File: src/rtl/core/vrrp_pkg.sv
// Shared types and constants for the VRRPv2 router role machine.
// Used by every module under rtl/core; depends on nothing else.
`default_nettype none

package vrrp_pkg;

  // Timer width: the longest load is 3 * 255 s + 1 s in microseconds (< 2^30).
  localparam int unsigned DurW       = 30;
  localparam int unsigned UsecPerSec = 1_000_000;
  localparam int unsigned DownMult   = 3;
  localparam int unsigned PrioSpan   = 256;
  localparam int unsigned SkewShift  = $clog2(PrioSpan);
  localparam int unsigned CfgIdxW    = 3;

  localparam logic [7:0] PrioOwner   = 8'd255;
  localparam logic [7:0] PrioQuit    = 8'd0;
  localparam logic [7:0] TtlRequired = 8'd255;
  localparam logic [3:0] VerRequired = 4'd2;
  localparam logic [7:0] AuthNone    = 8'd0;

  typedef enum logic [1:0] {
    RoleInit    = 2'd0,
    RoleBackup  = 2'd1,
    RoleMaster  = 2'd2,
    RoleStopped = 2'd3
  } role_e;

  typedef enum logic [1:0] {
    OpTick     = 2'd0,
    OpAdvert   = 2'd1,
    OpShutdown = 2'd2
  } op_e;

  typedef enum logic [1:0] {
    MacNone    = 2'd0,
    MacVirtual = 2'd1,
    MacReal    = 2'd2
  } mac_e;

  typedef enum logic [3:0] {
    VerdictNone     = 4'd0,
    VerdictAccept   = 4'd1,
    VerdictTtl      = 4'd2,
    VerdictVersion  = 4'd3,
    VerdictLength   = 4'd4,
    VerdictChecksum = 4'd5,
    VerdictVrid     = 4'd6,
    VerdictAuth     = 4'd7,
    VerdictAddress  = 4'd8,
    VerdictInterval = 4'd9
  } verdict_e;

  typedef enum logic [CfgIdxW-1:0] {
    CfgRouterId      = 3'd0,
    CfgLocalPriority = 3'd1,
    CfgPreempt       = 3'd2,
    CfgAdverInterval = 3'd3,
    CfgLocalIp       = 3'd4
  } cfg_idx_e;

  typedef struct packed {
    logic [7:0]      router_id;
    logic [7:0]      local_priority;
    logic            preempt_enable;
    logic [7:0]      adver_interval_sec;
    logic [31:0]     local_ip;
    logic [DurW-1:0] adver_us;
    logic [DurW-1:0] skew_us;
    logic [DurW-1:0] down_us;
  } cfg_t;

  typedef struct packed {
    logic [1:0]  op;
    logic [7:0]  ttl;
    logic [3:0]  version;
    logic        length_ok;
    logic        checksum_ok;
    logic [7:0]  vrid;
    logic [7:0]  auth_kind;
    logic        addrs_match;
    logic [7:0]  interval;
    logic [7:0]  prio;
    logic [31:0] source_ip;
  } item_t;

  typedef struct packed {
    role_e      role;
    logic       send_advert;
    logic [7:0] advert_priority;
    mac_e       mac_action;
    logic       send_garp;
    verdict_e   verdict;
  } result_t;

endpackage

`default_nettype wire

File: src/rtl/core/vrrp_cfg_regs.sv
// Configuration registers and the timer durations derived from them.
// Depends on vrrp_pkg.
`default_nettype none

module vrrp_cfg_regs (
  input  wire logic                          clk_i,
  input  wire logic                          rst_ni,
  input  wire logic                          wr_en_i,
  input  wire logic [vrrp_pkg::CfgIdxW-1:0]  wr_index_i,
  input  wire logic [31:0]                   wr_data_i,
  output vrrp_pkg::cfg_t                     cfg_o
);

  logic [7:0]  router_id_q;
  logic [7:0]  local_priority_q;
  logic        preempt_enable_q;
  logic [7:0]  adver_interval_q;
  logic [31:0] local_ip_q;

  logic [vrrp_pkg::DurW-1:0] adver_us_q, adver_us_d;
  logic [vrrp_pkg::DurW-1:0] skew_us_q, skew_us_d;
  logic [vrrp_pkg::DurW-1:0] down_us_q, down_us_d;
  logic [8:0]                prio_gap;
  logic [vrrp_pkg::DurW-1:0] skew_prod;

  always_ff @(posedge clk_i or negedge rst_ni) begin
    if (!rst_ni) begin
      router_id_q      <= 8'd1;
      local_priority_q <= 8'd100;
      preempt_enable_q <= 1'b1;
      adver_interval_q <= 8'd1;
      local_ip_q       <= 32'd0;
    end else if (wr_en_i) begin
      unique case (wr_index_i)
        vrrp_pkg::CfgRouterId:      router_id_q      <= wr_data_i[7:0];
        vrrp_pkg::CfgLocalPriority: local_priority_q <= wr_data_i[7:0];
        vrrp_pkg::CfgPreempt:       preempt_enable_q <= wr_data_i[0];
        vrrp_pkg::CfgAdverInterval: adver_interval_q <= wr_data_i[7:0];
        vrrp_pkg::CfgLocalIp:       local_ip_q       <= wr_data_i;
        default: ;
      endcase
    end
  end

  // Durations in microseconds; skew = (256 - prio) * 1e6 / 256.
  always_comb begin
    prio_gap   = 9'(vrrp_pkg::PrioSpan) - {1'b0, local_priority_q};
    adver_us_d = vrrp_pkg::DurW'(adver_interval_q) * vrrp_pkg::DurW'(vrrp_pkg::UsecPerSec);
    skew_prod  = vrrp_pkg::DurW'(prio_gap) * vrrp_pkg::DurW'(vrrp_pkg::UsecPerSec);
    skew_us_d  = skew_prod >> vrrp_pkg::SkewShift;
    down_us_d  = vrrp_pkg::DurW'(adver_interval_q)
               * vrrp_pkg::DurW'(vrrp_pkg::DownMult * vrrp_pkg::UsecPerSec)
               + skew_us_d;
  end

  // Refresh every cycle; the durations are registered from the config fields above.
  always_ff @(posedge clk_i) begin
    adver_us_q <= adver_us_d;
    skew_us_q  <= skew_us_d;
    down_us_q  <= down_us_d;
  end

  assign cfg_o.router_id          = router_id_q;
  assign cfg_o.local_priority     = local_priority_q;
  assign cfg_o.preempt_enable     = preempt_enable_q;
  assign cfg_o.adver_interval_sec = adver_interval_q;
  assign cfg_o.local_ip           = local_ip_q;
  assign cfg_o.adver_us           = adver_us_q;
  assign cfg_o.skew_us            = skew_us_q;
  assign cfg_o.down_us            = down_us_q;

endmodule

`default_nettype wire

File: src/rtl/core/vrrp_hdr_chk.sv
// Advertisement header checks, first failing check gives the drop code.
// Depends on vrrp_pkg.
`default_nettype none

module vrrp_hdr_chk (
  input  wire vrrp_pkg::item_t item_i,
  input  wire vrrp_pkg::cfg_t  cfg_i,
  output vrrp_pkg::verdict_e   verdict_o
);

  always_comb begin
    priority if (item_i.ttl != vrrp_pkg::TtlRequired)     verdict_o = vrrp_pkg::VerdictTtl;
    else if (item_i.version != vrrp_pkg::VerRequired)     verdict_o = vrrp_pkg::VerdictVersion;
    else if (!item_i.length_ok)                           verdict_o = vrrp_pkg::VerdictLength;
    else if (!item_i.checksum_ok)                         verdict_o = vrrp_pkg::VerdictChecksum;
    else if (item_i.vrid != cfg_i.router_id)              verdict_o = vrrp_pkg::VerdictVrid;
    else if (item_i.auth_kind != vrrp_pkg::AuthNone)      verdict_o = vrrp_pkg::VerdictAuth;
    else if (!item_i.addrs_match)                         verdict_o = vrrp_pkg::VerdictAddress;
    else if (item_i.interval != cfg_i.adver_interval_sec) verdict_o = vrrp_pkg::VerdictInterval;
    else                                                  verdict_o = vrrp_pkg::VerdictAccept;
  end

endmodule

`default_nettype wire

File: src/rtl/core/vrrp_role_fsm.sv
// Role state machine with the advertisement and master-down timers.
// Depends on vrrp_pkg; takes the header verdict from vrrp_hdr_chk.
`default_nettype none

module vrrp_role_fsm (
  input  wire logic               clk_i,
  input  wire logic               rst_ni,
  input  wire logic               step_i,
  input  wire vrrp_pkg::item_t    item_i,
  input  wire vrrp_pkg::verdict_e hdr_verdict_i,
  input  wire vrrp_pkg::cfg_t     cfg_i,
  output vrrp_pkg::result_t       result_o
);

  vrrp_pkg::role_e           role_q, role_d;
  logic [vrrp_pkg::DurW-1:0] adver_cnt_q, adver_cnt_d;
  logic [vrrp_pkg::DurW-1:0] down_cnt_q, down_cnt_d;

  always_ff @(posedge clk_i or negedge rst_ni) begin
    if (!rst_ni) begin
      role_q      <= vrrp_pkg::RoleInit;
      adver_cnt_q <= '0;
      down_cnt_q  <= '0;
    end else if (step_i) begin
      role_q      <= role_d;
      adver_cnt_q <= adver_cnt_d;
      down_cnt_q  <= down_cnt_d;
    end
  end

  always_comb begin
    logic accepted;
    logic outranked;
    role_d      = role_q;
    adver_cnt_d = adver_cnt_q;
    down_cnt_d  = down_cnt_q;
    result_o    = '0;
    accepted    = (hdr_verdict_i == vrrp_pkg::VerdictAccept);
    outranked   = (item_i.prio > cfg_i.local_priority)
               || (item_i.prio == cfg_i.local_priority && item_i.source_ip > cfg_i.local_ip);

    unique case (role_q)
      vrrp_pkg::RoleInit: begin
        if (cfg_i.local_priority == vrrp_pkg::PrioOwner) begin
          result_o.send_advert     = 1'b1;
          result_o.advert_priority = cfg_i.local_priority;
          result_o.mac_action      = vrrp_pkg::MacVirtual;
          result_o.send_garp       = 1'b1;
          adver_cnt_d              = cfg_i.adver_us;
          down_cnt_d               = '0;
          role_d                   = vrrp_pkg::RoleMaster;
        end else begin
          adver_cnt_d = '0;
          down_cnt_d  = cfg_i.down_us;
          role_d      = vrrp_pkg::RoleBackup;
        end
      end
      vrrp_pkg::RoleMaster: begin
        if (item_i.op == vrrp_pkg::OpShutdown) begin
          result_o.send_advert     = 1'b1;
          result_o.advert_priority = vrrp_pkg::PrioQuit;
          result_o.mac_action      = vrrp_pkg::MacReal;
          adver_cnt_d              = '0;
          down_cnt_d               = '0;
          role_d                   = vrrp_pkg::RoleStopped;
        end else if (item_i.op == vrrp_pkg::OpTick) begin
          if (adver_cnt_q <= vrrp_pkg::DurW'(1)) begin
            result_o.send_advert     = 1'b1;
            result_o.advert_priority = cfg_i.local_priority;
            adver_cnt_d              = cfg_i.adver_us;
          end else begin
            adver_cnt_d = adver_cnt_q - vrrp_pkg::DurW'(1);
          end
        end else if (item_i.op == vrrp_pkg::OpAdvert) begin
          result_o.verdict = hdr_verdict_i;
          if (accepted) begin
            if (item_i.prio == vrrp_pkg::PrioQuit) begin
              result_o.send_advert     = 1'b1;
              result_o.advert_priority = cfg_i.local_priority;
              adver_cnt_d              = cfg_i.adver_us;
            end else if (outranked) begin
              result_o.mac_action = vrrp_pkg::MacReal;
              adver_cnt_d         = '0;
              down_cnt_d          = cfg_i.down_us;
              role_d              = vrrp_pkg::RoleBackup;
            end
          end
        end
      end
      vrrp_pkg::RoleBackup: begin
        if (item_i.op == vrrp_pkg::OpShutdown) begin
          adver_cnt_d = '0;
          down_cnt_d  = '0;
          role_d      = vrrp_pkg::RoleStopped;
        end else if (item_i.op == vrrp_pkg::OpTick) begin
          if (down_cnt_q <= vrrp_pkg::DurW'(1)) begin
            result_o.send_advert     = 1'b1;
            result_o.advert_priority = cfg_i.local_priority;
            result_o.mac_action      = vrrp_pkg::MacVirtual;
            result_o.send_garp       = 1'b1;
            adver_cnt_d              = cfg_i.adver_us;
            down_cnt_d               = '0;
            role_d                   = vrrp_pkg::RoleMaster;
          end else begin
            down_cnt_d = down_cnt_q - vrrp_pkg::DurW'(1);
          end
        end else if (item_i.op == vrrp_pkg::OpAdvert) begin
          result_o.verdict = hdr_verdict_i;
          if (accepted) begin
            if (item_i.prio == vrrp_pkg::PrioQuit) begin
              down_cnt_d = cfg_i.skew_us;
            end else if (!cfg_i.preempt_enable || item_i.prio >= cfg_i.local_priority) begin
              down_cnt_d = cfg_i.down_us;
            end
          end
        end
      end
      vrrp_pkg::RoleStopped: ;
      default: ;
    endcase

    result_o.role = role_d;
  end

endmodule

`default_nettype wire

File: src/rtl/core/vrrp_v2_router_state_machine.sv
// Top level of the VRRPv2 router role machine: input stage, result stage,
// and the config, header check and role machine submodules. Depends on vrrp_pkg.
`default_nettype none

// Usage
//   Input channel (in_valid_i/in_ready_o): one transfer per item, op 0 is a
//   one-microsecond tick, op 1 a pre-parsed advertisement, op 2 a shutdown.
//   Output channel (out_valid_o/out_ready_i): exactly one result per item, in
//   order: role after the step, advertisement/MAC/ARP requests, header verdict.
//   Config channel (cfg_valid_i/cfg_ready_o): always ready; cfg_index_i picks
//   the register (0 router id .. 4 local IP), unknown indexes are ignored.
//   Write config only while no item is in flight.
// Stages and throughput
//   An accepted item lands in the input register; the role machine evaluates it
//   combinationally and its result is registered in the result stage when the
//   item steps, which raises out_valid_o. One item per cycle sustained while
//   out_ready_i is high; the role and timer registers feed back through
//   combinational logic only.
// Reset
//   rst_ni clears both stages, puts the role in init with both timers at zero
//   and loads the default configuration. The first item, whatever its op, leaves init.
// Stall
//   While out_ready_i is low the result holds; an empty input stage still takes
//   one more item, after which in_ready_o stays low until the result moves.
module vrrp_v2_router_state_machine (
  input  wire logic        clk_i,
  input  wire logic        rst_ni,

  input  wire logic        in_valid_i,
  output logic             in_ready_o,
  input  wire logic [1:0]  op_i,
  input  wire logic [7:0]  adv_ttl_i,
  input  wire logic [3:0]  adv_version_i,
  input  wire logic        adv_length_ok_i,
  input  wire logic        adv_checksum_ok_i,
  input  wire logic [7:0]  adv_vrid_i,
  input  wire logic [7:0]  adv_auth_kind_i,
  input  wire logic        adv_addrs_match_i,
  input  wire logic [7:0]  adv_interval_i,
  input  wire logic [7:0]  adv_priority_i,
  input  wire logic [31:0] adv_source_ip_i,

  output logic             out_valid_o,
  input  wire logic        out_ready_i,
  output logic [1:0]       role_o,
  output logic             send_advert_o,
  output logic [7:0]       advert_priority_o,
  output logic [1:0]       mac_action_o,
  output logic             send_garp_o,
  output logic [3:0]       verdict_o,

  input  wire logic                         cfg_valid_i,
  output logic                              cfg_ready_o,
  input  wire logic [vrrp_pkg::CfgIdxW-1:0] cfg_index_i,
  input  wire logic [31:0]                  cfg_data_i
);

  vrrp_pkg::cfg_t     cfg;
  vrrp_pkg::item_t    item_q, item_d;
  vrrp_pkg::result_t  res_q, res_d;
  vrrp_pkg::verdict_e hdr_verdict;
  logic               in_valid_q;
  logic               out_valid_q;
  logic               out_adv;   // result stage free to load this cycle
  logic               step;      // input-stage item moves to the result stage

  assign cfg_ready_o = 1'b1;

  vrrp_cfg_regs u_cfg (
    .clk_i      (clk_i),
    .rst_ni     (rst_ni),
    .wr_en_i    (cfg_valid_i),
    .wr_index_i (cfg_index_i),
    .wr_data_i  (cfg_data_i),
    .cfg_o      (cfg)
  );

  // Flow control: the result stage loads when empty or when its transfer
  // completes; the input stage refills in the same cycle it drains.
  assign out_adv    = !out_valid_q || out_ready_i;
  assign step       = in_valid_q && out_adv;
  assign in_ready_o = !in_valid_q || out_adv;

  always_comb begin
    item_d.op          = op_i;
    item_d.ttl         = adv_ttl_i;
    item_d.version     = adv_version_i;
    item_d.length_ok   = adv_length_ok_i;
    item_d.checksum_ok = adv_checksum_ok_i;
    item_d.vrid        = adv_vrid_i;
    item_d.auth_kind   = adv_auth_kind_i;
    item_d.addrs_match = adv_addrs_match_i;
    item_d.interval    = adv_interval_i;
    item_d.prio        = adv_priority_i;
    item_d.source_ip   = adv_source_ip_i;
  end

  // Input stage: valid is control, payload loads on each transfer.
  always_ff @(posedge clk_i or negedge rst_ni) begin
    if (!rst_ni) begin
      in_valid_q <= 1'b0;
    end else if (in_ready_o) begin
      in_valid_q <= in_valid_i;
    end
  end

  always_ff @(posedge clk_i) begin
    if (in_valid_i && in_ready_o) begin
      item_q <= item_d;
    end
  end

  vrrp_hdr_chk u_hdr_chk (
    .item_i    (item_q),
    .cfg_i     (cfg),
    .verdict_o (hdr_verdict)
  );

  // Role and timers advance only when the item leaves the input stage.
  vrrp_role_fsm u_role_fsm (
    .clk_i         (clk_i),
    .rst_ni        (rst_ni),
    .step_i        (step),
    .item_i        (item_q),
    .hdr_verdict_i (hdr_verdict),
    .cfg_i         (cfg),
    .result_o      (res_d)
  );

  // Result stage: hold while the receiver stalls.
  always_ff @(posedge clk_i or negedge rst_ni) begin
    if (!rst_ni) begin
      out_valid_q <= 1'b0;
    end else if (out_adv) begin
      out_valid_q <= in_valid_q;
    end
  end

  always_ff @(posedge clk_i) begin
    if (step) begin
      res_q <= res_d;
    end
  end

  assign out_valid_o       = out_valid_q;
  assign role_o            = res_q.role;
  assign send_advert_o     = res_q.send_advert;
  assign advert_priority_o = res_q.advert_priority;
  assign mac_action_o      = res_q.mac_action;
  assign send_garp_o       = res_q.send_garp;
  assign verdict_o         = res_q.verdict;

  // Gratuitous ARP only goes out on taking over as master with the virtual MAC.
  a_garp_on_takeover: assert property (@(posedge clk_i) disable iff (!rst_ni)
    out_valid_o && send_garp_o |->
      mac_action_o == vrrp_pkg::MacVirtual && role_o == vrrp_pkg::RoleMaster)
    else $error("gratuitous ARP without master takeover");

  // No priority is reported without an advertisement request.
  a_prio_needs_advert: assert property (@(posedge clk_i) disable iff (!rst_ni)
    out_valid_o && !send_advert_o |-> advert_priority_o == 8'd0)
    else $error("advert priority set without advertisement");

  // Stopped is terminal: any later result is stopped too.
  a_stopped_sticks: assert property (@(posedge clk_i) disable iff (!rst_ni)
    out_valid_o && out_ready_i && role_o == vrrp_pkg::RoleStopped |=>
      !out_valid_o || role_o == vrrp_pkg::RoleStopped)
    else $error("role left stopped");

  // A blocked result stage does not advance the role machine.
  a_no_step_when_blocked: assert property (@(posedge clk_i) disable iff (!rst_ni)
    out_valid_q && !out_ready_i |-> !step)
    else $error("role machine stepped while result stage blocked");

endmodule

`default_nettype wire
File: config.mk
export PLATFORM = sky130hd
export DESIGN_NAME = vrrp_v2_router_state_machine
export DESIGN_NICKNAME = d
export VERILOG_FILES = /design/src/rtl/core/vrrp_pkg.sv /design/src/rtl/core/vrrp_cfg_regs.sv /design/src/rtl/core/vrrp_hdr_chk.sv /design/src/rtl/core/vrrp_role_fsm.sv /design/src/rtl/core/vrrp_v2_router_state_machine.sv
export SDC_FILE = /design/constraint.sdc
export NUM_CORES = 1
export LEC_CHECK = 0
export ABC_AREA = 1
export BUFFER_PORTS_ARGS = -buffer_cell sky130_fd_sc_hd__buf_2
export CAP_MARGIN = 10
export CORE_ASPECT_RATIO = 1.75
export CORE_MARGIN = 2
export CORE_UTILIZATION = 50
export CTS_CLUSTER_SIZE = 30
export DETAILED_ROUTE_END_ITERATION = 6
export PLACE_DENSITY = 0.71
export SYNTH_ARGS = -nofsm -noshare
export SYNTH_HDL_FRONTEND = slang
export SYNTH_SLANG_ARGS = --single-unit
export TNS_END_PERCENT = 50
File: constraint.sdc
create_clock -name clk_i -period 11.3 [get_ports clk_i]
set_input_delay 2.26 -clock clk_i [delete_from_list [all_inputs] [get_ports clk_i]]
set_output_delay 2.26 -clock clk_i [all_outputs]
set_load 0.02 [all_outputs]
==> impl_metrics.ini, run 1 <==
[detailed_routing]
wl_per_cell_um = 17.0
routed_wl_um = 56900
drc = 0
ant_nets = 0
vias_per_cell = 5.43
drtIter0Drc = 826
drt_pass1_iterations = 5
vias = 18200

[synthesis]
syn_nets = 3070
synth-seq-cells = 287
avgSynthCellArea_um2 = 8.06
syn_area_um2 = 21300
synth_cells = 2648
async_reset_ff_frac = 0.422
ys_warn_count = 0
synth_edf_count = 99
ys_seq_area_frac = 0.345
ys_types = 58
synth_top_flop_cell = dfrtp_1

[cts]
cts_root_buf = clkbuf_16
htreeDepth = 1
cts_tree = built
cts_setup_buffers = 0
hold_buffers = 0
clk-insertion-delay-late_ps = 590
clockBufferDepth = 3
cts_resized = 0
clk_pin_slew_ps = 70
numCtsBuffers = 28
clock-sinks = 287

[placement]
dpl.hpwl_um = 44800
gp_congestion = 0.909
io_buffers = 140
dp_cells = 3293
pre_cts_ws_ps = 5050

[die]
ios = 142
die_height_um = 277
core-area_um2 = 42300
chipWidth_um = 160
start_util = 0.504
die_area_um2 = 44400
row_count = 100

[layout]
fillers = 3945
final_common_cell = nand2_1
area_growth_pct = 10.1
drive_above_1_share = 0.0905
fin_util = 0.555
num-nets-final = 3184
layout_common_cells = nand2_1, inv_1, ha_1
final_cells = 3345

[min_path]
hold_class = flop to flop
min_path_cells = 2

[worst_setup_path]
required_ps = 11770
worstRegToRegCells = 27
critical_path_class = flop to flop
cp_max_fo = 13
critPathLaunchType = flop
worstPathArrival_ps = 6800
critPathCaptureType = flop

[timing]
max_slew_margin = 0.155
worst_pin_slew_ps = 1260
setup_tns_ps = 0
fmax_mhz = 158
setup_viol = 0
layout_setup_ws_ps = 4970
min_period_ps = 6330
fin_skew_ps = 24.3
slew_violations = 0
period_share = 0.560
hold_viol = 0
rsz0062_at_grt = false

[run]
cap_viol_max_count = 0

[grt]
grt_usage = 0.252
grt-ovfl-total = 0
grt_antenna_before_repair = 1
grt_pass1_vias = 18400
grt_max_degree = 83
grt_pass1_wl_um = 90600

[outcome]
outcome = complete, no violations
-- path summary, 6_finish.rpt --
path,startpoint,to,slack [ps]
setup / recovery,u_cfg.local_priority_q[0]$_DFFE_PN0P_,u_cfg.down_us_q[27]$_DFF_P_,4970
hold / removal,u_role_fsm.down_cnt_q[3]$_DFFE_PN0P_,u_role_fsm.down_cnt_q[3]$_DFFE_PN0P_,490
setup reg to reg,u_cfg.local_priority_q[0]$_DFFE_PN0P_,u_cfg.down_us_q[27]$_DFF_P_,4970
hold reg to reg,u_role_fsm.down_cnt_q[3]$_DFFE_PN0P_,u_role_fsm.down_cnt_q[3]$_DFFE_PN0P_,490
max in group asynchronous,rst_ni,u_role_fsm.adver_cnt_q[12]$_DFFE_PN0P_,8110
min in group asynchronous,rst_ni,u_cfg.router_id_q[1]$_DFFE_PN0P_,1750
-- cell type report --
type	instances	area [µm²]	area share
flip-flops and latches	287	7350	0.313
inverters	392	1470	0.0627
repair buffers	152	793	0.0338
well taps	561	702	0.0299
clock buffers	31	712	0.0303
diodes	1	2.50	0.000107
clock inverters	20	226	0.00965
multi-input cells	1901	12200	0.520
-- per-layer routing --
layer,vias up,global-route usage,part of all wire
li1,8933,-,-
met2,564,0.486,0.53
met4,0,0.134,0.055
met1,8499,0.266,0.37
met3,162,0.0269,0.044
met5,-,0,0
-- stage by stage --
stage	hold WS, ps	instance area (µm²)
floorplan	449	21300
global placement	465	22500
detailed placement	474	22500
CTS	492	23500
global route	514	23500
finish	489	23500
-- logic make-up after synthesis --
group,count (synthesis),synth area share
simple gates,1037,0.207
buf+inv,460,0.0831
compound gates,451,0.118
fa+ha+maj,301,0.202
flops,287,0.345
xor+xnor,111,0.0456
other cells,1,0.000176
-- critical path, stage by stage (launching register included) --
cell and delay, ps:
dfrtp_1 670, inv_1 150, ha_1 250, xnor2_1 450, ha_1 350, xor2_1 170
ha_1 310, inv_1 50, fa_1 380, fa_1 520, inv_1 50, ha_1 360
a21oi_1 230, inv_1 80, a31oi_1 180, xnor2_1 120, ha_1 370, nand2_1 70
o21ai_0 490, a21oi_1 130, o21bai_1 220, nand2_1 130, nand3_1 100, nand3_1 90
nand2_1 140, nand2_1 70, nand2_1 70, nand2_1 40
-- flip-flops by register name, summed over array words and instances, names as in the netlist, 2 cells and up --
name	cells
advert_priority_o	8
item_q	81
mac_action_o	2
role_o	2
u_cfg.adver_interval_q	8
u_cfg.adver_us_q	22
u_cfg.down_us_q	30
u_cfg.local_ip_q	32
u_cfg.local_priority_q	8
u_cfg.router_id_q	8
u_cfg.skew_us_q	15
u_role_fsm.adver_cnt_q	30
u_role_fsm.down_cnt_q	30
u_role_fsm.role_q	2
verdict_o	4
-- cells in the mapped netlist (32+ instances only) --
| library cell | n | area [µm²] |
|---|---|---|
| nand3_1 | 144 | 721 |
| dfrtp_1 | 115 | 2880 |
| edfxtp_1 | 99 | 2970 |
| o211ai_1 | 34 | 255 |
| dfxtp_1 | 67 | 1340 |
| nand4_1 | 34 | 213 |
| fa_1 | 72 | 1440 |
| clkbuf_1 | 43 | 161 |
| o21ai_1 | 37 | 185 |
| a21oi_1 | 198 | 991 |
| xor2_1 | 79 | 692 |
| o21ai_0 | 114 | 571 |
| nand2_1 | 582 | 2180 |
| ha_1 | 229 | 2870 |
| nor2_1 | 189 | 709 |
| inv_1 | 380 | 1430 |
| xnor2_1 | 32 | 280 |
Power of run 1 is not shown: default switching activity piles up to over one toggle a cycle in this logic, so the estimate is an artifact.
==> run 2, diff against run 1 <==
- ABC_AREA: 1 -> 0
- PLACE_DENSITY: 0.71 -> 0.74
- clock period: 11.3 -> 5.1 ns (I/O delays scaled with it)
==> impl_metrics.ini, run 2 <==
[layout]
regMostFlops = item_q
drive_above_1_share = 0.235
layout_common_cells = buf_4, inv_1, ha_1
final_common_cell = buf_4
largest_reg_flops = 81
num-nets-final = 2847
antennaDiodeCount = 0
final_area_um2 = 24600
largestRegisters = item_q x81, u_cfg.local_ip_q x32
area_growth_pct = 22.8

[worst_setup_path]
critical_path_class = flop to flop
worstPathArrival_ps = 6190
timing.rr.end = u_cfg.down_us_q[21]$_DFF_P_
cp_cell_sequence = inv_2 -> ha_4 -> and3_4 -> xnor2_4 -> fa_1 -> ha_1 -> inv_2 -> fa_2 -> fa_1 -> inv_2 -> ha_4 -> nand4_1 -> a21oi_2 -> a21oi_2 -> or4_4 -> and3_4 -> or3_4 -> ha_4 -> inv_4 -> o31ai_4 -> buf_4 -> xor2_1
worst-r2r-setup-slack_ps = -600
critPathLaunchType = flop
critPathSlowestCell = fa_1
critPathLaunch = u_cfg.local_priority_q[1]$_DFFE_PN0P_
path_buf_inv = 5
slowest_delay_ps = 570
critPathCaptureType = flop
path_delay_family = adder cells
worstRegToRegCells = 22
timing.rr.start = u_cfg.local_priority_q[1]$_DFFE_PN0P_
required_ps = 5600
cp_max_fo = 6

[synthesis]
syn_nets = 2501
async_reset_ff_frac = 0.422
ys_types = 80
synth-seq-cells = 287
synth_top_flop_cell = dfrtp_1
avgSynthCellArea_um2 = 9.64
yosysTopAreaCellShare = 0.148
yosysMostFrequentCell = inv_1
synth_edf_count = 99
synth_common_cells = inv_1, ha_1, nand2_1
synth_cells = 2079
synthTopCellsByArea = edfxtp_1, dfrtp_1, ha_1
ys_warn_count = 0
ys_seq_area_frac = 0.367
syn_area_um2 = 20000
yosysTopAreaCell = edfxtp_1

[die]
die_area_um2 = 41700
ios = 142
core-area_um2 = 39800
chipWidth_um = 155
die_height_um = 269
row_count = 97
start_util = 0.503

[outcome]
violations = setup timing
outcome = complete, but fails checks

[placement]
detailed_place.area_um2 = 23000
gp_congestion = 0.935
io_buffers = 140
dpl.hpwl_um = 45000
pre_cts_ws_ps = -695

[cts]
numCtsBuffers = 28
cts_root_buf = clkbuf_16
hold_buffers = 0
cts_tree = built
clock-sinks = 287
clk_pin_slew_ps = 70
clockBufferDepth = 3
htreeDepth = 1
clk-insertion-delay-late_ps = 600

[detailed_routing]
ant_nets = 0
drt_pass1_iterations = 5
routed_wl_um = 57500
drc = 0
vias = 16900
drtIter0Drc = 868
vias_per_cell = 5.76
wl_per_cell_um = 19.5

[grt]
grt_pass1_vias = 17600
grt_usage = 0.274
grt_antenna_before_repair = 0
grt_max_degree = 65
grt_pass1_wl_um = 89100
grt-ovfl-total = 0

[timing]
max_slew_margin = 0.241
rsz0062_at_grt = true
min_period_ps = 5700
worst_pin_slew_ps = 1130
hold_viol = 0
setup_viol = 15
period_share = 1.12
timing.hold.ws_ps = 482
slew_violations = 0
layout_setup_ws_ps = -596
fmax_mhz = 176
fin_skew_ps = 36.6

[min_path]
hold_class = flop to flop
min_path_cells = 1
whs_endpoint = u_role_fsm.adver_cnt_q[28]$_DFFE_PN0P_
worstHoldStart = u_role_fsm.adver_cnt_q[28]$_DFFE_PN0P_

[run]
cap_viol_max_count = 0
run 2: worst max-delay path by stage:
stage          slack [ps]                          end  cells past startpoint
6_report             -600  u_cfg.down_us_q[21]$_DFF_P_                     22
5_1_grt              -770  u_cfg.down_us_q[28]$_DFF_P_                     27
4_1_cts              -580  u_cfg.down_us_q[29]$_DFF_P_                     23
3_5_place_dp         -700  u_cfg.down_us_q[22]$_DFF_P_                     22
3_3_place_gp         -580  u_cfg.down_us_q[25]$_DFF_P_                     22
2_1_floorplan        -470  u_cfg.down_us_q[25]$_DFF_P_                     21
run 2: kinds of logic after synthesis:
| group | Yosys count | synth area share |
|---|---|---|
| muxes | 39 | 0.0207 |
| DFF | 287 | 0.367 |
| and+or+nand+nor | 546 | 0.132 |
| xor gates and xnor gates | 130 | 0.0582 |
| AOI/OAI and AO/OA | 483 | 0.151 |
| buffers and inverters | 292 | 0.0567 |
| other | 1 | 0.000187 |
| adders and majority gates | 301 | 0.215 |
run 2: what timing repair did:
action                                  in CTS  in global routing
endpoints found under the setup margin      16                 16
resized for setup                           31                 53
endpoints found under the hold margin        0                  0
pin swaps                                   23                 39
buffers inserted                            12                 12
run 2: stage by stage:
stage | instances | TNS (ps) | utilization
after floorplan | 2079 | -3880 | -
after global placement | 2866 | -5830 | 0.577
after global routing | 2942 | -9110 | 0.618
final | 2942 | -6080 | 0.618
after CTS | 2930 | -5330 | 0.609
after detailed placement | 2866 | -7500 | 0.577
run 2: per-layer routing:
layer  global-route usage  routed length, µm
met1                0.280              19800
met2                0.522              30600
met3               0.0264               2600
met4                0.185               4560
met5                    0                  0
run 2: area by class of cell:
type                    count  area [µm²]
well taps                 495         619
clock buffers              35         768
clock inverters            17         243
repair buffers            375        2520
fillers                  3330       15200
inverters                 233         877
multi-input cells        1500       12200
flip-flops and latches    287        7350
Power of run 2 is left out for the same reason.
==> run 3, diff against run 2 <==
- CELL_PAD_IN_SITES_DETAIL_PLACEMENT: not set -> 1
- CELL_PAD_IN_SITES_GLOBAL_PLACEMENT: not set -> 1
- CORE_UTILIZATION: 50 -> 44
- PLACE_DENSITY: 0.74 -> 0.81
- SETUP_SLACK_MARGIN: not set -> 0.15
==> impl_metrics.ini, run 3 (same netlist as run 2, synthesis figures left out) <==
[outcome]
outcome = complete, but fails checks
violations = setup timing

[timing]
max_slew_margin = 0.317
slew_violations = 0
setup_viol = 17
min_period_ps = 5940
fmax_mhz = 168
timing.hold.ws_ps = 479
period_share = 1.16
layout_setup_ws_ps = -838
worst_pin_slew_ps = 1020
rsz0062_at_grt = true
hold_viol = 0
fin_skew_ps = 13.3

[detailed_routing]
wl_per_cell_um = 23.3
vias = 17600
drt_pass1_iterations = 5
vias_per_cell = 5.78
drtIter0Drc = 751
routed_wl_um = 71100
ant_nets = 0
drc = 0

[grt]
grt_max_degree = 69
grt_usage = 0.295
grt_pass1_wl_um = 107000
grt_antenna_before_repair = 4
grt_pass1_vias = 20000
grt-ovfl-total = 0

[die]
chipWidth_um = 165
start_util = 0.445
die_area_um2 = 47300
die_height_um = 286
ios = 142
core-area_um2 = 45000
row_count = 103

[layout]
largest_reg_flops = 81
largestRegisters = item_q x81, u_cfg.local_ip_q x32
fin_util = 0.557
drive_above_1_share = 0.248
layout_common_cells = buf_4, inv_1, ha_1
regMostFlops = item_q
final_common_cell = buf_4
area_growth_pct = 25.1
num-nets-final = 2872

[cts]
cts_root_buf = clkbuf_16
hold_buffers = 0
clock-sinks = 287
cts_tree = built
numCtsBuffers = 28
htreeDepth = 1
clockBufferDepth = 3
clk-insertion-delay-late_ps = 590
clk_pin_slew_ps = 70

[placement]
dpl.hpwl_um = 53000
gp_congestion = 0.910
io_buffers = 140
pre_cts_ws_ps = -913

[worst_setup_path]
required_ps = 5600
worstPathArrival_ps = 6430
slowest_delay_ps = 560
critPathLaunchType = flop
cp_max_fo = 5
critical_path_class = flop to flop
critPathCaptureType = flop
critPathSlowestCell = dfstp_2

[min_path]
hold_class = flop to flop

[run]
cap_viol_max_count = 0
==> run 3: changes by cell type in the layout (fill, tap and decap cells not counted), sizes merged <==
cell / before / now
clkinvlp: 2 / 1
bufinv: 4 / 1
clkinv: 9 / 5
clkbuf: 35 / 42
buf: 375 / 400
inv: 235 / 236
diode: 0 / 4
==> run 3: cell type report <==
| cell class | instances | area, µm² |
|---|---|---|
| Multi-Input combinational cell | 1500 | 12400 |
| Antenna cell | 4 | 10.0 |
| Timing Repair Buffer | 400 | 2760 |
| Tap cell | 577 | 722 |
| Inverter | 233 | 883 |
| Fill cell | 5011 | 19900 |
| Clock buffer | 42 | 882 |
| Sequential cell | 287 | 7350 |
| Clock inverter | 10 | 93.8 |
==> run 3: worst paths after layout <==
| check | start | endpoint | slack [ps] | depth (start not counted) |
|---|---|---|---|---|
| setup / recovery | u_cfg.local_priority_q[2]$_DFFE_PN1P_ | u_cfg.down_us_q[23]$_DFF_P_ | -840 | 27 |
| hold / removal | u_role_fsm.adver_cnt_q[28]$_DFFE_PN0P_ | u_role_fsm.adver_cnt_q[28]$_DFFE_PN0P_ | 480 | 1 |
| setup reg to reg | u_cfg.local_priority_q[2]$_DFFE_PN1P_ | u_cfg.down_us_q[23]$_DFF_P_ | -840 | 27 |
| hold reg to reg | u_role_fsm.adver_cnt_q[28]$_DFFE_PN0P_ | u_role_fsm.adver_cnt_q[28]$_DFFE_PN0P_ | 480 | 1 |
| max in group asynchronous | rst_ni | u_cfg.local_priority_q[6]$_DFFE_PN1P_ | 3630 | 2 |
| min in group asynchronous | rst_ni | out_valid_o$_DFFE_PN0P_ | 570 | 1 |
==> run 3: what timing repair did <==
action | CTS | global route
endpoints found under the setup margin | 17 | 21
setup buffers | 26 | 24
resized for setup | 65 | 61
pin swaps | 45 | 59
==> run 3: stage by stage <==
step / setup TNS [ps] / instances / cell area [µm²]
2_1_floorplan: -3860 / 2079 / 20300
4_1_cts: -7220 / 3025 / 24600
3_5_place_dp: -9320 / 2947 / 23100
6_report: -9890 / 3053 / 25100
5_1_grt: -12640 / 3053 / 25100
3_3_place_gp: -6010 / 2947 / 23100
==> run 3: per-layer routing <==
layer / up-vias / part of all wire / track usage
li1: 8021 / - / -
met1: 8813 / 0.34 / 0.290
met2: 561 / 0.55 / 0.570
met3: 240 / 0.039 / 0.0293
met4: 0 / 0.076 / 0.195
met5: - / 0 / 0
==> run 3: critical path: cells and delay by family, from the launching register on <==
| kind | cells | cell delay, ps |
|---|---|---|
| compound gates | 8 | 1350 |
| simple gates | 4 | 500 |
| xor+xnor | 3 | 580 |
| fa+ha+maj | 6 | 2230 |
| flops | 1 | 560 |
| buf+inv | 6 | 620 |
Power of run 3 is left out for the same reason.
